<file path="config.mk">
export PLATFORM = sky130hd
export DESIGN_NAME = dds_tuning_word_serial_loader_unit
export DESIGN_NICKNAME = d
export VERILOG_FILES = /design/src/sv/dtwsl_pkg.sv /design/src/sv/dtwsl_front.sv /design/src/sv/dtwsl_fifo.sv /design/src/sv/dtwsl_back.sv /design/src/sv/dds_tuning_word_serial_loader_unit.sv
export SDC_FILE = /design/constraint.sdc
export NUM_CORES = 2
export LEC_CHECK = 0
export ABC_AREA = 1
export BUFFER_PORTS_ARGS = -buffer_cell sky130_fd_sc_hd__buf_2
export CAP_MARGIN = 40
export CORE_MARGIN = 2
export CORE_UTILIZATION = 45
export CTS_BUF_LIST = sky130_fd_sc_hd__clkbuf_8
export CTS_CLUSTER_SIZE = 8
export DETAILED_ROUTE_END_ITERATION = 10
export PLACE_DENSITY = 0.71
export SLEW_MARGIN = 15
export SYNTH_ARGS = -nofsm -noshare
export SYNTH_HDL_FRONTEND = slang
export SYNTH_SLANG_ARGS = --single-unit
</file>
<file path="constraint.sdc">
create_clock -name clock -period 13.4 [get_ports clock]
set_clock_uncertainty 0.2 [all_clocks]
set_input_delay 2.68 -clock clock [delete_from_list [all_inputs] [get_ports clock]]
set_output_delay 2.68 -clock clock [all_outputs]
set_load 0.01 [all_outputs]
</file>
<file path="src/sv/dtwsl_pkg.sv">
package dtwsl_pkg;

   localparam int WORD_BITS    = 32;
   localparam int CONTROL_BITS = 8;
   localparam int EVENTS       = WORD_BITS + CONTROL_BITS + 1;
   localparam int CNT_W        = $clog2(EVENTS);
   localparam int BIT_W        = $clog2(WORD_BITS);

   localparam int FREQ_W   = 32;
   localparam int REF_W    = 28;
   localparam int CORR_W   = 24;
   localparam int FACTOR_W = 25;
   localparam int E_W      = REF_W + FACTOR_W;
   localparam int R_W      = E_W + 1;
   localparam int FRAC_W   = 24;

   localparam int Q_DEPTH = 2;
   localparam int QPTR_W  = $clog2(Q_DEPTH);
   localparam int QCNT_W  = $clog2(Q_DEPTH + 1);

   localparam logic REG_REF_CLOCK  = 1'b0;
   localparam logic REG_CLOCK_CORR = 1'b1;

   typedef enum logic [2:0] {
      FS_IDLE,
      FS_MUL,
      FS_CLAMP,
      FS_CHECK,
      FS_DIV,
      FS_PUSH
   } front_state_type;

   typedef struct packed {
      logic                 valid;
      logic [WORD_BITS-1:0] word;
   } q_push_type;

   typedef struct packed {
      logic                 empty;
      logic                 full;
      logic [WORD_BITS-1:0] head;
   } q_status_type;

endpackage

</file>
<file path="src/sv/dtwsl_front.sv">
module dtwsl_front (
   input  logic                           clock,
   input  logic                           reset,
   input  logic                           req_push,
   output logic                           req_full,
   input  logic [dtwsl_pkg::FREQ_W-1:0]   req_freq_hz,
   input  logic                           csr_wr_en,
   input  logic                           csr_index,
   input  logic [dtwsl_pkg::REF_W-1:0]    csr_wdata,
   input  logic                           q_full,
   output dtwsl_pkg::q_push_type          q_push
);

   dtwsl_pkg::front_state_type state_ff, state_in;

   logic                              hold_valid_ff, hold_valid_in;
   logic [dtwsl_pkg::FREQ_W-1:0]      hold_freq_ff, hold_freq_in;
   logic [dtwsl_pkg::FREQ_W-1:0]      freq_ff, freq_in;
   logic [dtwsl_pkg::REF_W-1:0]       ref_clock_ff, ref_clock_in;
   logic [dtwsl_pkg::CORR_W-1:0]      corr_ff, corr_in;
   logic [dtwsl_pkg::E_W-1:0]         e_ff, e_in;
   logic [dtwsl_pkg::R_W-1:0]         r_ff, r_in;
   logic [dtwsl_pkg::WORD_BITS-1:0]   q_ff, q_in;
   logic [dtwsl_pkg::BIT_W-1:0]       bit_ff, bit_in;

   logic signed [dtwsl_pkg::FACTOR_W:0] factor_s;
   logic [dtwsl_pkg::FACTOR_W-1:0]      factor;
   logic [dtwsl_pkg::E_W-1:0]           product;
   logic [dtwsl_pkg::FREQ_W+dtwsl_pkg::FRAC_W-1:0] scaled;
   logic [dtwsl_pkg::R_W-1:0]           r_shift;
   logic [dtwsl_pkg::R_W-1:0]           e_ext;

   assign req_full = hold_valid_ff;

   // effective clock in units of 2^-24 Hz
   assign factor_s = (dtwsl_pkg::FACTOR_W+1)'(1 << dtwsl_pkg::FRAC_W)
                     - {{2{corr_ff[dtwsl_pkg::CORR_W-1]}}, corr_ff};
   assign factor   = factor_s[dtwsl_pkg::FACTOR_W-1:0];
   assign product  = dtwsl_pkg::E_W'(ref_clock_ff) * dtwsl_pkg::E_W'(factor);
   assign scaled   = {freq_ff, {dtwsl_pkg::FRAC_W{1'b0}}};
   assign r_shift  = {r_ff[dtwsl_pkg::R_W-2:0], 1'b0};
   assign e_ext    = {1'b0, e_ff};

   always_comb begin
      state_in      = state_ff;
      hold_valid_in = hold_valid_ff;
      hold_freq_in  = hold_freq_ff;
      freq_in       = freq_ff;
      ref_clock_in  = ref_clock_ff;
      corr_in       = corr_ff;
      e_in          = e_ff;
      r_in          = r_ff;
      q_in          = q_ff;
      bit_in        = bit_ff;
      q_push.valid  = 1'b0;
      q_push.word   = q_ff;

      if (csr_wr_en) begin
         unique case (csr_index)
            dtwsl_pkg::REG_REF_CLOCK:  ref_clock_in = csr_wdata;
            dtwsl_pkg::REG_CLOCK_CORR: corr_in = csr_wdata[dtwsl_pkg::CORR_W-1:0];
            default: ;
         endcase
      end

      if (req_push && !hold_valid_ff) begin
         hold_valid_in = 1'b1;
         hold_freq_in  = req_freq_hz;
      end

      unique case (state_ff)
         dtwsl_pkg::FS_IDLE: begin
            if (hold_valid_ff) begin
               freq_in       = hold_freq_ff;
               hold_valid_in = 1'b0;
               state_in      = dtwsl_pkg::FS_MUL;
            end
         end
         dtwsl_pkg::FS_MUL: begin
            e_in     = product;
            state_in = dtwsl_pkg::FS_CLAMP;
         end
         dtwsl_pkg::FS_CLAMP: begin
            if (e_ff < dtwsl_pkg::E_W'(1 << dtwsl_pkg::FRAC_W)) begin
               e_in = dtwsl_pkg::E_W'(1 << dtwsl_pkg::FRAC_W);
            end
            state_in = dtwsl_pkg::FS_CHECK;
         end
         dtwsl_pkg::FS_CHECK: begin
            if (scaled >= (dtwsl_pkg::FREQ_W+dtwsl_pkg::FRAC_W)'(e_ff)) begin
               q_in     = '1;
               state_in = dtwsl_pkg::FS_PUSH;
            end else begin
               r_in     = scaled[dtwsl_pkg::R_W-1:0];
               q_in     = '0;
               bit_in   = '0;
               state_in = dtwsl_pkg::FS_DIV;
            end
         end
         dtwsl_pkg::FS_DIV: begin
            if (r_shift >= e_ext) begin
               r_in = r_shift - e_ext;
               q_in = {q_ff[dtwsl_pkg::WORD_BITS-2:0], 1'b1};
            end else begin
               r_in = r_shift;
               q_in = {q_ff[dtwsl_pkg::WORD_BITS-2:0], 1'b0};
            end
            bit_in = bit_ff + 1'b1;
            if (bit_ff == dtwsl_pkg::BIT_W'(dtwsl_pkg::WORD_BITS - 1)) begin
               state_in = dtwsl_pkg::FS_PUSH;
            end
         end
         dtwsl_pkg::FS_PUSH: begin
            if (!q_full) begin
               q_push.valid = 1'b1;
               state_in     = dtwsl_pkg::FS_IDLE;
            end
         end
         default: state_in = dtwsl_pkg::FS_IDLE;
      endcase
   end

   always_ff @(posedge clock) begin
      if (reset) begin
         state_ff      <= dtwsl_pkg::FS_IDLE;
         hold_valid_ff <= 1'b0;
         ref_clock_ff  <= dtwsl_pkg::REF_W'(125000000);
         corr_ff       <= '0;
      end else begin
         state_ff      <= state_in;
         hold_valid_ff <= hold_valid_in;
         ref_clock_ff  <= ref_clock_in;
         corr_ff       <= corr_in;
      end
   end

   always_ff @(posedge clock) begin
      hold_freq_ff <= hold_freq_in;
      freq_ff      <= freq_in;
      e_ff         <= e_in;
      r_ff         <= r_in;
      q_ff         <= q_in;
      bit_ff       <= bit_in;
   end

endmodule

</file>
<file path="src/sv/dtwsl_fifo.sv">
module dtwsl_fifo (
   input  logic                     clock,
   input  logic                     reset,
   input  dtwsl_pkg::q_push_type    q_push,
   input  logic                     q_pop,
   output dtwsl_pkg::q_status_type  q_status
);

   logic [dtwsl_pkg::WORD_BITS-1:0] mem_ff [dtwsl_pkg::Q_DEPTH];
   logic [dtwsl_pkg::QPTR_W-1:0]    wr_ptr_ff, wr_ptr_in;
   logic [dtwsl_pkg::QPTR_W-1:0]    rd_ptr_ff, rd_ptr_in;
   logic [dtwsl_pkg::QCNT_W-1:0]    count_ff, count_in;
   logic                            do_push, do_pop;

   assign q_status.empty = (count_ff == '0);
   assign q_status.full  = (count_ff == dtwsl_pkg::QCNT_W'(dtwsl_pkg::Q_DEPTH));
   assign q_status.head  = mem_ff[rd_ptr_ff];

   assign do_push = q_push.valid && !q_status.full;
   assign do_pop  = q_pop && !q_status.empty;

   always_comb begin
      wr_ptr_in = wr_ptr_ff;
      rd_ptr_in = rd_ptr_ff;
      count_in  = count_ff;
      if (do_push) begin
         wr_ptr_in = (wr_ptr_ff == dtwsl_pkg::QPTR_W'(dtwsl_pkg::Q_DEPTH - 1))
                     ? '0 : wr_ptr_ff + 1'b1;
      end
      if (do_pop) begin
         rd_ptr_in = (rd_ptr_ff == dtwsl_pkg::QPTR_W'(dtwsl_pkg::Q_DEPTH - 1))
                     ? '0 : rd_ptr_ff + 1'b1;
      end
      if (do_push && !do_pop) begin
         count_in = count_ff + 1'b1;
      end else if (do_pop && !do_push) begin
         count_in = count_ff - 1'b1;
      end
   end

   always_ff @(posedge clock) begin
      if (reset) begin
         wr_ptr_ff <= '0;
         rd_ptr_ff <= '0;
         count_ff  <= '0;
      end else begin
         wr_ptr_ff <= wr_ptr_in;
         rd_ptr_ff <= rd_ptr_in;
         count_ff  <= count_in;
      end
   end

   always_ff @(posedge clock) begin
      if (do_push) begin
         mem_ff[wr_ptr_ff] <= q_push.word;
      end
   end

endmodule

</file>
<file path="src/sv/dtwsl_back.sv">
module dtwsl_back (
   input  logic                            clock,
   input  logic                            reset,
   input  dtwsl_pkg::q_status_type         q_status,
   output logic                            q_pop,
   output logic                            rsp_empty,
   input  logic                            rsp_pop,
   output logic                            rsp_pin_data,
   output logic                            rsp_pulse_kind,
   output logic [dtwsl_pkg::WORD_BITS-1:0] rsp_tuning_word,
   output logic                            rsp_last
);

   localparam logic [dtwsl_pkg::CNT_W-1:0] LAST_IDX = dtwsl_pkg::CNT_W'(dtwsl_pkg::EVENTS - 1);

   logic                            busy_ff, busy_in;
   logic [dtwsl_pkg::CNT_W-1:0]     cnt_ff, cnt_in;
   logic [dtwsl_pkg::WORD_BITS-1:0] word_ff, word_in;
   logic                            out_valid_ff, out_valid_in;
   logic                            out_data_ff, out_data_in;
   logic                            out_kind_ff, out_kind_in;
   logic [dtwsl_pkg::WORD_BITS-1:0] out_word_ff, out_word_in;
   logic                            out_last_ff, out_last_in;

   logic                            advance;
   logic [dtwsl_pkg::CNT_W-1:0]     idx;
   logic [dtwsl_pkg::WORD_BITS-1:0] cur_word;

   assign rsp_empty       = !out_valid_ff;
   assign rsp_pin_data    = out_data_ff;
   assign rsp_pulse_kind  = out_kind_ff;
   assign rsp_tuning_word = out_word_ff;
   assign rsp_last        = out_last_ff;

   assign advance  = !out_valid_ff || rsp_pop;
   assign idx      = busy_ff ? cnt_ff : '0;
   assign cur_word = busy_ff ? word_ff : q_status.head;

   always_comb begin
      busy_in      = busy_ff;
      cnt_in       = cnt_ff;
      word_in      = word_ff;
      out_valid_in = out_valid_ff;
      out_data_in  = out_data_ff;
      out_kind_in  = out_kind_ff;
      out_word_in  = out_word_ff;
      out_last_in  = out_last_ff;
      q_pop        = 1'b0;

      if (advance) begin
         if (busy_ff || !q_status.empty) begin
            // one frame event per cycle while rsp_ is not stalled: data bits, control bits, load strobe
            out_valid_in = 1'b1;
            out_word_in  = cur_word;
            out_data_in  = (idx < dtwsl_pkg::CNT_W'(dtwsl_pkg::WORD_BITS))
                           ? cur_word[idx[dtwsl_pkg::BIT_W-1:0]] : 1'b0;
            out_kind_in  = (idx == LAST_IDX);
            out_last_in  = (idx == LAST_IDX);
            if (busy_ff) begin
               if (cnt_ff == LAST_IDX) begin
                  busy_in = 1'b0;
               end else begin
                  cnt_in = cnt_ff + 1'b1;
               end
            end else begin
               q_pop   = 1'b1;
               word_in = q_status.head;
               busy_in = 1'b1;
               cnt_in  = dtwsl_pkg::CNT_W'(1);
            end
         end else begin
            out_valid_in = 1'b0;
         end
      end
   end

   always_ff @(posedge clock) begin
      if (reset) begin
         busy_ff      <= 1'b0;
         out_valid_ff <= 1'b0;
      end else begin
         busy_ff      <= busy_in;
         out_valid_ff <= out_valid_in;
      end
   end

   always_ff @(posedge clock) begin
      cnt_ff      <= cnt_in;
      word_ff     <= word_in;
      out_data_ff <= out_data_in;
      out_kind_ff <= out_kind_in;
      out_word_ff <= out_word_in;
      out_last_ff <= out_last_in;
   end

endmodule

</file>
<file path="src/sv/dds_tuning_word_serial_loader_unit.sv">
// channel   direction  handshake        payload
// req_      in         push / full      freq_hz
// rsp_      out        pop / empty      pin_data, pulse_kind, tuning_word, last
// csr_      in         wr_en            index, wdata
//
// the front takes a word through multiply, clamp, compare, then a one-bit-per-cycle
// restoring divide of 32 steps; on overflow the compare sets all ones and skips the divide
// the back shifts out 41 events per word, one per cycle unless rsp_ stalls, which sets the rate
// a two-entry queue between them and an input holding register keep both busy
// synchronous active-high reset; no clearing pass
// a stall on rsp_ holds the output register and backs up through the queue
module dds_tuning_word_serial_loader_unit (
   input  logic                            clock,
   input  logic                            reset,
   input  logic                            req_push,
   output logic                            req_full,
   input  logic [dtwsl_pkg::FREQ_W-1:0]    req_freq_hz,
   output logic                            rsp_empty,
   input  logic                            rsp_pop,
   output logic                            rsp_pin_data,
   output logic                            rsp_pulse_kind,
   output logic [dtwsl_pkg::WORD_BITS-1:0] rsp_tuning_word,
   output logic                            rsp_last,
   input  logic                            csr_wr_en,
   input  logic                            csr_index,
   input  logic [dtwsl_pkg::REF_W-1:0]     csr_wdata
);

   dtwsl_pkg::q_push_type   q_push;
   dtwsl_pkg::q_status_type q_status;
   logic                    q_pop;

   dtwsl_front u_front (
      .clock       (clock),
      .reset       (reset),
      .req_push    (req_push),
      .req_full    (req_full),
      .req_freq_hz (req_freq_hz),
      .csr_wr_en   (csr_wr_en),
      .csr_index   (csr_index),
      .csr_wdata   (csr_wdata),
      .q_full      (q_status.full),
      .q_push      (q_push)
   );

   dtwsl_fifo u_fifo (
      .clock    (clock),
      .reset    (reset),
      .q_push   (q_push),
      .q_pop    (q_pop),
      .q_status (q_status)
   );

   dtwsl_back u_back (
      .clock           (clock),
      .reset           (reset),
      .q_status        (q_status),
      .q_pop           (q_pop),
      .rsp_empty       (rsp_empty),
      .rsp_pop         (rsp_pop),
      .rsp_pin_data    (rsp_pin_data),
      .rsp_pulse_kind  (rsp_pulse_kind),
      .rsp_tuning_word (rsp_tuning_word),
      .rsp_last        (rsp_last)
   );

endmodule
</file>
== After elaboration in Yosys (flattened, before gate mapping) ==
Memory sizes are Yosys's and may differ from the RTL's. A register that Yosys moved wholly into a read port is not among the register bits.
Index checks and enable logic that the tools add are counted.

* Memory bits (writable): 64
* Input bits: 66
* Flip-flop bits (word level): 309
* Memories kept: 1
* Logic and storage cells: 115
* Output and inout bits: 37

* Bitwise operators: 1
* Magnitude comparators: 5
* Reduce and logical (&&, ||, !) cells: 26
* Multipliers: 1
* Eq/ne operators: 15
* Mux-type cells: 39
* $add $sub $neg: 8

{| class="wikitable"
|+ Memories
! memory !! depth !! bits a word !! read ports !! clocked after Yosys merged registers in !! wr ports !! line !! source
|-
| u_fifo.mem_ff || 2 || 32 || 1 || 1 || 1 || dtwsl_fifo.sv:9 || <nowiki>logic [dtwsl_pkg::WORD_BITS-1:0] mem_ff [dtwsl_pkg::Q_DEPTH];</nowiki>
|}

{| class="wikitable"
|+ Operators by type and width
! operator !! count
|-
| case mux 53 bit (2 select lines) || 2
|-
| two-way mux 53 bit || 3
|-
| two-way mux 32 bit || 2
|-
| case mux 32 bit (2 select lines) || 1
|-
| greater-or-equal comparator 56 x 53 -> 1 bit || 1
|-
| greater-or-equal comparator 54 x 53 -> 1 bit || 1
|-
| < comparator 53 x 25 -> 1 bit, second input constant || 1
|-
| multiplier 28 x 25 -> 53 bit || 1
|-
| subtractor 53 bit || 1
|-
| subtractor 25 bit, first input constant || 1
|-
| two-way mux 1 bit || 20
|-
| case mux 3 bit (6 select lines) || 1
|-
| equality test 6 bit, second input constant || 2
|-
| two-way mux 6 bit || 2
|-
| AND reduction 2 bit || 6
|-
| case mux 5 bit (2 select lines) || 1
|-
| two-way mux 3 bit || 3
|-
| adder 6 x 1 -> 6 bit, second input constant || 1
|-
| equality test 3 x 2 -> 1 bit, second input constant || 2
|-
| equality test 3 bit, second input constant || 2
|-
| zero test 1 bit || 6
|-
| < comparator 5 x 6 -> 1 bit, second input constant || 1
|-
| < comparator 6 bit, second input constant || 1
|-
| != test 2 x 1 -> 1 bit, second input constant || 3
|-
| other kinds (18) || 30
|}

== Depth between registers and ports, before layout ==
* Depth in word-level cells: 9
* Depth in mapped cells: 39

== Modules after synthesis ==
Synthesis repeated with hierarchy kept, for this count alone.

* Cell total of the unflattened synthesis: 5618
* Area, all modules: 44430.1 um2

{| class="wikitable"
|+ By module, submodules not included
! module !! sequential area each (um2) !! cells an instance !! area each (um2) !! times used
|-
| dtwsl_front || 7337.0 || 5202 || 39399.0 || 1
|-
| dtwsl_fifo || 2021.9 || 137 || 2718.9 || 1
|-
| dtwsl_back || 1241.2 || 279 || 2312.2 || 1
|}

== Worst setup path before layout ==
No wires, ideal clock.

* Path type: register -> register
* Start: register u_front.corr_ff[0] (netlist bit)
* End: register u_front.e_ff[48] (netlist bit), data pin
* Path buffers: 2
* Data arrival time: 7.022 ns
* Slack: 5.925 ns
* Cell stages (with the launch flop): 36
* Clock period less this slack: 7.475 ns
* Cell sequence: dfxtp_1 clkbuf_1 inv_1 ha_1 nand2_1 nor2_2 nand2_1 nor2_1 nand3_1 or2_1 nand2_1 buf_2 nor2_1 fa_1 inv_1 fa_1 fa_1 fa_1 inv_1 fa_1 fa_1 inv_1 fa_1 inv_1 ha_1 nand2_1 nor2_1 inv_1 nor2_1 inv_1 nor3_1 nand3_1 nand3_1 nand2_1 nand2_1 nor2_1

* Word-level cells in the longest chain between the ends: 3

{| class="wikitable"
|+ RTL lines
! element !! line !! source
|-
| start: declaration || dtwsl_front.sv:20 || <nowiki>logic [dtwsl_pkg::CORR_W-1:0] corr_ff, corr_in;</nowiki>
|-
| start signal: assignment || dtwsl_front.sv:133 || <nowiki>corr_ff <= corr_in;</nowiki>
|-
| subtractor 25 bit || dtwsl_front.sv:37 || <nowiki>- {{2{corr_ff[dtwsl_pkg::CORR_W-1]}}, corr_ff};</nowiki>
|-
| multiplier 28 x 25 -> 53 bit || dtwsl_front.sv:39 || <nowiki>assign product = dtwsl_pkg::E_W'(ref_clock_ff) * dtwsl_pkg::E_W'(factor);</nowiki>
|-
| case mux 53 bit (2 select lines) || dtwsl_front.sv:71 || <nowiki>unique case (state_ff)</nowiki>
|-
| end signal: assignment || dtwsl_front.sv:140 || <nowiki>e_ff <= e_in;</nowiki>
|-
| end: declaration || dtwsl_front.sv:21 || <nowiki>logic [dtwsl_pkg::E_W-1:0] e_ff, e_in;</nowiki>
|}

Every way passes these cells.
A chain may end at the register's enable or synchronous reset.

== Final worst setup path ==
* Start: register u_front.corr_ff[0] (netlist bit)
* End: register u_front.e_ff[31] (netlist bit), data pin

Same word-level chain as after synthesis.

==> reports/results.ini <==
[status]
outcome=finished, final reports clean

[cells_and_area]
nFillCells=9519
final_cell_mix=1511 x nand2_1, 1284 x inv_1, 629 x nor2_1
layout.cells.non_filler=7097
register_area_sq_um=10600
drive_above_1_share=0.05665
final_common_cell=nand2_1
area_growth_pct=8.304
final_nets=6694
multiInputGateArea_sq_um=28160

[logic_synthesis]
synth_edf_count=311
synthSimpleGateAreaFrac=0.2292
syn_avg_cell_area_sq_um=7.782
synth-compound-area-share=0.05133
synthCells=5694
ys.flop_type=edfxtp_1
yosysTopAreaCell=fa_1
syn-num-nets=6632
synth_top_family_by_area=adder cells
synth_xor_area_frac=0.005930
synth_mux_area_frac=0
synth.distinct_cells=50
synth_warnings=0
synthAdderAreaFrac=0.3472
ys_seq_elements=374
synth_area_leaders=fa_1 27%, edfxtp_1 21%, nand2_1 13%
synthesis.area_sq_um=44310
async_reset_ff_frac=0
synth_seq_area_share=0.2392
synth_top_area_share=0.2693

[timing]
slew_headroom=0.3685
tightest_slew_ns=0.9459
hold_viol_final=0
worst_hold_slack_ns=0.2159
setup_tns_ns=0
post-route-period-util=0.7043
rsz0062_at_grt=no
postLayoutSetupSlackWorst_ns=3.962
finalWorstPathRequiredPeriod_ns=9.438
fmax_ghz=0.1060
setup_violations=0
slew_violations=0

[critical_path]
cp_slowest_cell=clkinv_1
crit_top_cell=nand2_1
critPathLaunchType=register
crit_type=register to register
crit_required_ns=13.69
r2r_cells=33
path_delay_family=adder cells
slowest_delay_ns=0.92
rr_endpoint=u_front.e_ff[31]
endpoint_kind=register
worst-path-buf-inv=7
crit_path_max_fanout=18
worstPathArrival_ns=9.72
worstReg2RegStart=u_front.corr_ff[0]
r2r_setup_slack_ns=3.96

[hold_path]
hp-class=register to register
worstHoldStart=u_front.hold_freq_ff[20]
hold_depth=0
min_to=u_front.freq_ff[20]

[clock_network]
clockBufferDepth=3
clk_pin_slew_ns=0.06
cts.sinks=374
clk_latency_ns=0.73
cts_setup_buffers=0
h-tree-depth=3
cts_tree=done
cts_buffers=70
hold_buffers=0
cts_resized=0
cts.root.buffer_cell=clkbuf_8

[route]
wl_per_cell_um=20.28
dr_total_vias=37590
routed_wl_um=143900
drtAntennaViolNets=0
dr.pass1.iters=6
drcViolationCount=0
drt_iter0_drc=3361
vias_per_cell=5.297

[global_routing]
grt_first_pass_wirelength_um=220900
grt_pass1_vias=38280
grt_start_max_net_pins=59
antenna_found_initial=2
grt_remaining_overflow=0
grt_usage=0.2864

[placement]
hpwlAfterDp_um=113700
gp_congestion=0.9795
dp_slack_ns=4.198
io_buffers=102
place_inst=6968

[die]
io_pins=103
fp.dieH_um=317.8
die_width_um=317.8
dieArea_sq_um=101000
core_sq_um=97990
core.rowCount=115
initial_core_util=0.4522

[run]
drv_cap=0

## layer usage
metal	global-route usage	wire length [um]	vias up
li1	-	-	17330
met2	0.4722	67020	1864
met3	0.05541	12650	393
met1	0.3596	56150	18010
met4	0.1442	8084	0
met5	0	0	-
## kinds of logic after synthesis
group / Yosys count
AOI/OAI and AO/OA: 423
xor gates and xnor gates: 30
adders and majority gates: 872
buffers and inverters: 1475
DFF: 374
and+or+nand+nor: 2520
## synthesized netlist by cell type (all sizes together), types with 6 or more instances
| cell | count |
|---|---|
| nand2 | 1519 |
| inv | 1278 |
| nor2 | 657 |
| fa | 596 |
| edfxtp | 311 |
| ha | 276 |
| a21oi | 224 |
| nand3 | 221 |
| o21ai | 142 |
| clkbuf | 135 |
| dfxtp | 63 |
| nand4 | 57 |
| buf | 44 |
| nor3 | 29 |
| xnor2 | 25 |
| clkinv | 18 |
| nor4 | 18 |
| a21o | 14 |
| o211ai | 14 |
| o21a | 8 |
| o21bai | 7 |
| or2 | 7 |
| a31oi | 6 |
## worst register-to-register path: cells and delay by family, from the launching register on
family,cells,cell delay (ns)
adders and majority gates,9,4.13
and+or+nand+nor,15,2.68
buffers and inverters,7,1.48
AOI/OAI and AO/OA,2,0.41
DFF,1,0.33
## flip-flops by register name (all words and copies together), names as in the netlist, named ones only
| register | cells |
|---|---|
| u_back.busy_ff | 1 |
| u_back.cnt_ff | 6 |
| u_back.out_valid_ff | 1 |
| u_back.rsp_pin_data | 1 |
| u_back.rsp_pulse_kind | 1 |
| u_back.word_ff | 32 |
| u_fifo.count_ff | 2 |
| u_fifo.mem_ff | 64 |
| u_fifo.rd_ptr_ff | 1 |
| u_fifo.wr_ptr_ff | 1 |
| u_front.bit_ff | 5 |
| u_front.corr_ff | 24 |
| u_front.e_ff | 53 |
| u_front.freq_ff | 32 |
| u_front.hold_freq_ff | 32 |
| u_front.q_ff | 32 |
| u_front.r_ff | 53 |
| u_front.ref_clock_ff | 28 |
| u_front.req_full | 1 |
| u_front.state_ff | 3 |
## layout make-up
class / instances / share of cell area
Clock inverter: 51 / 0.007639
Antenna cell: 2 / 0.0001043
Clock buffer: 73 / 0.02094
Sequential cell: 374 / 0.2209
Inverter: 1296 / 0.1014
Timing Repair Buffer: 169 / 0.02884
Tap cell: 1287 / 0.03355
Multi-Input combinational cell: 3845 / 0.5867
## stage by stage
stage / cell area, sq um / utilization
after detailed placement: 46550 / 0.4751
final: 47990 / 0.4898
after global routing: 47990 / 0.4898
after floorplan: 44310 / -
after global placement: 46040 / 0.4699
after CTS: 47920 / 0.4891
## how the worst max path moves through the flow
stage	slack [ns]	to	cells past startpoint	startpoint
3_3_place_gp	4.25	u_front.e_ff[31]	33	u_front.corr_ff[0]
6_report	3.96	u_front.e_ff[31]	33	u_front.corr_ff[0]
4_1_cts	4.22	u_front.e_ff[31]	33	u_front.corr_ff[0]
2_1_floorplan	5.93	u_front.e_ff[48]	35	u_front.corr_ff[0]
3_5_place_dp	4.20	u_front.e_ff[31]	33	u_front.corr_ff[0]
5_1_grt	3.58	u_front.e_ff[31]	33	u_front.corr_ff[0]
Power is left out: the tool's default activity adds up to more than one toggle a clock period on the data nets, which glitch-free logic cannot reach.
